<file path="config.mk">
export PLATFORM = sky130hd
export DESIGN_NAME = pbo_side_eval
export DESIGN_NICKNAME = d
export VERILOG_FILES = /design/src/sv/pbo_pkg.sv /design/src/sv/pbo_side_eval.sv
export SDC_FILE = /design/constraint.sdc
export NUM_CORES = 2
export LEC_CHECK = 0
export ABC_AREA = 1
export BUFFER_PORTS_ARGS = -buffer_cell sky130_fd_sc_hd__buf_2
export CAP_MARGIN = 20
export CORE_MARGIN = 4
export CORE_UTILIZATION = 52
export CTS_CLUSTER_DIAMETER = 60
export DETAILED_ROUTE_END_ITERATION = 10
export PLACE_DENSITY = 0.78
export REMOVE_ABC_BUFFERS = 1
export SYNTH_ARGS = -nofsm -noshare
export SYNTH_HDL_FRONTEND = slang
export SYNTH_SLANG_ARGS = --single-unit
</file>
<file path="constraint.sdc">
create_clock -name clk -period 6.4 [get_ports clk]
set_clock_uncertainty 0.15 [all_clocks]
set_input_delay 0.96 -clock clk [delete_from_list [all_inputs] [get_ports clk]]
set_output_delay 0.96 -clock clk [all_outputs]
set_load 0.02 [all_outputs]
</file>
<file path="src/sv/pbo_pkg.sv">
// shared types, constants and width helpers for the polygon box overlap test
// no dependencies
package pbo_pkg;

  localparam int MAX_VERTICES = 8;
  localparam int COORD_WIDTH  = 16;
  localparam int FIELD_W      = 16;
  localparam int BOX_W        = 15;
  localparam int IDX_W        = 3;
  localparam int CFG_W        = 4;

  localparam logic OP_LOAD = 1'b0;
  localparam logic OP_TEST = 1'b1;

  typedef enum logic [1:0] {
    ST_IDLE,
    ST_ROTATE,
    ST_DRAIN
  } state_t;

  typedef struct packed {
    logic shift;
    logic load;
    logic wrap;
  } cell_ctl_t;

  typedef struct packed {
    logic valid;
    logic any_left;
    logic busy;
  } side_res_t;

  // 2*centre +/- extent
  function automatic int box_term_w(input int cw);
    return ((cw + 1 > BOX_W + 1) ? cw + 1 : BOX_W + 1) + 1;
  endfunction

  // corner offset from side start, doubled
  function automatic int offset_w(input int cw);
    return box_term_w(cw) + 1;
  endfunction

  function automatic int prod_w(input int cw);
    return cw + 1 + offset_w(cw);
  endfunction

endpackage

</file>
<file path="src/sv/pbo_side_eval.sv">
// side evaluator: four box corners against one polygon side, two register stages
// depends on pbo_pkg
module pbo_side_eval #(
  parameter int COORD_WIDTH = pbo_pkg::COORD_WIDTH
) (
  input  logic                          clk,
  input  logic                          rst,
  input  logic                          in_valid,
  input  logic signed [COORD_WIDTH-1:0] start_x,
  input  logic signed [COORD_WIDTH-1:0] start_y,
  input  logic signed [COORD_WIDTH-1:0] end_x,
  input  logic signed [COORD_WIDTH-1:0] end_y,
  input  logic signed [pbo_pkg::box_term_w(COORD_WIDTH)-1:0] ax_p,
  input  logic signed [pbo_pkg::box_term_w(COORD_WIDTH)-1:0] ax_m,
  input  logic signed [pbo_pkg::box_term_w(COORD_WIDTH)-1:0] ay_p,
  input  logic signed [pbo_pkg::box_term_w(COORD_WIDTH)-1:0] ay_m,
  output pbo_pkg::side_res_t            res
);

  localparam int SW = COORD_WIDTH + 1;
  localparam int OW = pbo_pkg::offset_w(COORD_WIDTH);
  localparam int PW = pbo_pkg::prod_w(COORD_WIDTH);

  logic                 s1_valid;
  logic signed [SW-1:0] sx, sy;
  logic signed [OW-1:0] bxp, bxm, byp, bym;

  logic                 s2_valid;
  logic signed [PW-1:0] ps_p, ps_m, qs_p, qs_m;

  logic left_pp, left_mm, left_pm, left_mp;

  always_ff @(posedge clk) begin
    if (rst) begin
      s1_valid <= 1'b0;
      s2_valid <= 1'b0;
    end else begin
      s1_valid <= in_valid;
      s2_valid <= s1_valid;
    end
  end

  always_ff @(posedge clk) begin
    sx  <= SW'(end_x) - SW'(start_x);
    sy  <= SW'(end_y) - SW'(start_y);
    bxp <= OW'(ax_p) - (OW'(start_x) <<< 1);
    bxm <= OW'(ax_m) - (OW'(start_x) <<< 1);
    byp <= OW'(ay_p) - (OW'(start_y) <<< 1);
    bym <= OW'(ay_m) - (OW'(start_y) <<< 1);
  end

  always_ff @(posedge clk) begin
    ps_p <= PW'(sx) * PW'(byp);
    ps_m <= PW'(sx) * PW'(bym);
    qs_p <= PW'(sy) * PW'(bxp);
    qs_m <= PW'(sy) * PW'(bxm);
  end

  // corner is left when sx*by > sy*bx
  assign left_pp = ps_p > qs_p;
  assign left_mm = ps_m > qs_m;
  assign left_pm = ps_m > qs_p;
  assign left_mp = ps_p > qs_m;

  assign res.valid    = s2_valid;
  assign res.any_left = left_pp | left_mm | left_pm | left_mp;
  assign res.busy     = s1_valid | s2_valid;

endmodule

</file>
==> flow_summary.toml <==
[grt]
use_met1 = 0.364
use_met3 = 0.0571
antenna_found_initial = 12
grt_pass1_wl_mm = 286
grtUsageTotal = 0.284
busiest_layer = "met2"
grt_max_degree = 39
grt_overflow = 0
grtUsageMet2 = 0.476
grt_pass1_vias = 54400

[layout]
fin_nets = 10000
n_fill_cell = 10800
layout_common_cells = "inv_1 (2367), nand2_1 (1781), fa_1 (1309)"
area_growth_pct = 7.48
final_common_cell = "inv_1"
drive_gt1_frac = 0.0580
postLayoutCellArea_sq_mm = 0.0681

[clock_tree]
clock_path_buffers = 3
path_clk_slew_ns = 0.06
cts_tree = "built"
post_cts_buffers = 0
clock-root-buffer = "clkbuf_16"
cts.sinks = 256
numCtsBuffers = 44
insertion_delay_ns = 0.63
htree_levels = 2

[place]
post-place-ws_ns = 0.112
port_buffers = 141
gp_congestion = 0.988
dpl.hpwl_mm = 147
placed_cell_area_sq_mm = 0.0665

[setup_path]
r2r_slack_ns = 0.18
worstSetupStartpointType = "flip-flop"
reg2reg_to = "qs_m[26]$_DFF_P_"
cp-end-kind = "flip-flop"
crit_chain = "clkinvlp_4, buf_4, nor2_1, fa_1, fa_1, fa_1, fa_1, fa_1, inv_1, fa_1, inv_1, ha_1, a21oi_1, o21ai_0, a21oi_2, nand3_2, nand3_1, nand3_1, xor2_1"
reg2reg_from = "sy[16]$_DFF_P_"
critPathArrivalTime_ns = 6.59
rr_worst_depth = 19
cp.required_ns = 6.77
path_common_cell = "fa_1"
critPathSlowestCell = "fa_1"
critPathMaxStageDelay_ns = 0.54
crit_fanout = 18
path_class = "flip-flop to flip-flop"

[logic_synthesis]
synth_top_area_cell = "fa_1"
async_reset_ff_frac = 0
yosysUniqueCellTypes = 49
synth_edf_count = 0
syn_inst = 7934
syn-mean-instance-area_sq_um = 7.98
ys_warn_count = 0
yosys.area.top_type_share = 0.414
yosys-top-cells-area = "fa_1 (41%), inv_1 (14%), ha_1 (12%), nand2_1 (11%), dfxtp_1 (8.1%)"
synth-main-ff-cell = "dfxtp_1"
syn-cell-area_sq_mm = 0.0633
ys_ff_latch = 256
seq_area_frac_synth = 0.0809

[run]
cap_viol_max_count = 0

[detailed_routing]
dr.pass1.iters = 6
ant_nets = 0
vias_per_cell = 5.21
vias = 50200
wl_per_cell_um = 18.2
drc = 0
drt-total-wl_mm = 176
drt_iter0_drc = 3897

[floorplan]
die_y_um = 357
die_w_um = 357
rows = 127
initial_core_util = 0.526
die_area_sq_mm = 0.127
core-area_sq_mm = 0.120
pin_count = 142

[min_path]
min_delay_worst_endpoint = "s2_valid$_SDFF_PP0_"
hold_path.class = "flip-flop to flip-flop"
hp-start = "s1_valid$_SDFF_PP0_"
hold_path_depth = 2

[timing]
layout_setup_ws_ns = 0.180
holdWs_ns = 0.262
maxSlewViolCount = 0
setup_viol = 0
relSlewSlack = 0.466
max_freq_mhz = 161
period_minus_slack_ns = 6.22
worst-slew-pin-transition_ns = 0.800
period_share = 0.972
finalHoldViolCount = 0

[status]
status = "complete, no violations"
state kept, by name, indices dropped and copies added (netlist names), 19 cells and up:
signal	flops
ps_m	36
ps_p	36
qs_m	36
qs_p	36
bxm	19
bxp	19
bym	19
byp	19
kinds of logic after synthesis:
family / share of synthesized area
buffers and inverters: 0.158
AND/OR/NAND/NOR: 0.144
adder cells (fa/ha/maj): 0.533
AO/OA/AOI/OAI: 0.0523
flip-flops: 0.0809
XOR/XNOR: 0.0322
layer usage:
metal | part of all wire | routed length (um)
met1 | 0.39 | 68700
met2 | 0.47 | 82700
met3 | 0.090 | 15800
met4 | 0.047 | 8330
met5 | 0.00014 | 25
final cells by class:
class / instances / area, sq um / area share
multi-input combinational: 5019 / 48200 / 0.709
inverter: 2370 / 8900 / 0.131
sequential: 256 / 5130 / 0.0754
timing repair buffer: 296 / 2260 / 0.0331
tap: 1612 / 2020 / 0.0296
clock buffer: 51 / 1160 / 0.0170
clock inverter: 30 / 359 / 0.00528
antenna: 2 / 5.00 / 0.0000735
worst max path at each step:
| stage | from | to | slack (ns) | cells after the start |
|---|---|---|---|---|
| 2_1_floorplan | sx[2]$_DFF_P_ | ps_m[32]$_DFF_P_ | 0.45 | 18 |
| 3_3_place_gp | sx[16]$_DFF_P_ | ps_p[23]$_DFF_P_ | -0.11 | 19 |
| 3_5_place_dp | sy[16]$_DFF_P_ | qs_m[26]$_DFF_P_ | 0.11 | 19 |
| 4_1_cts | sy[16]$_DFF_P_ | qs_m[26]$_DFF_P_ | 0.08 | 19 |
| 5_1_grt | sy[16]$_DFF_P_ | qs_p[32]$_DFF_P_ | -0.02 | 20 |
| 6_report | sy[16]$_DFF_P_ | qs_m[26]$_DFF_P_ | 0.18 | 19 |
synth_stat cells (2+ instances only):
master	instances
a211oi_1	4
a21boi_0	9
a21boi_1	2
a21boi_2	3
a21o_1	32
a21o_2	2
a21oi_1	294
a21oi_2	9
a21oi_4	3
a31oi_1	22
and3_1	4
buf_1	47
clkbuf_1	239
clkbuf_2	2
dfxtp_1	256
fa_1	1310
ha_1	600
inv_1	2368
inv_2	2
nand2_1	1781
nand2_2	10
nand3_1	107
nand3_2	3
nand3b_1	3
nand4_1	48
nor2_1	287
nor2_2	2
nor3_1	25
nor3_2	4
nor4_1	6
nor4_4	2
o2111ai_1	2
o211ai_1	8
o21a_1	7
o21ai_0	111
o21ai_1	21
o21ai_2	22
o21bai_1	4
o221ai_1	6
o22ai_1	5
o31ai_1	7
or2_2	17
xnor2_1	85
xor2_1	148
worst max-delay path, delay by kind of cell, from the launching register on:
family,cells,cell delay (ns)
fa+ha+maj,7,3.22
xor+xnor,1,0.24
compound gates,3,0.73
flops,1,0.36
simple gates,4,0.52
buf+inv,4,0.87
per-stage QoR:
step                      setup TNS [ns]  utilization  instances
after floorplan                        0            -       7645
after global placement            -0.175        0.552       9551
after detailed placement               0        0.552       9553
after CTS                              0        0.565       9634
after global routing             -0.0225        0.565       9635
final                                  0        0.565       9636
repair_timing:
item	4_1_cts	5_1_grt
resized for setup	0	13
endpoints found under the setup margin	0	7
hold buffers	0	0
hold endpoints to repair	0	0
Power is left out: the tool's default activity adds up to more than one toggle a clock period on the data nets, which glitch-free logic cannot reach.
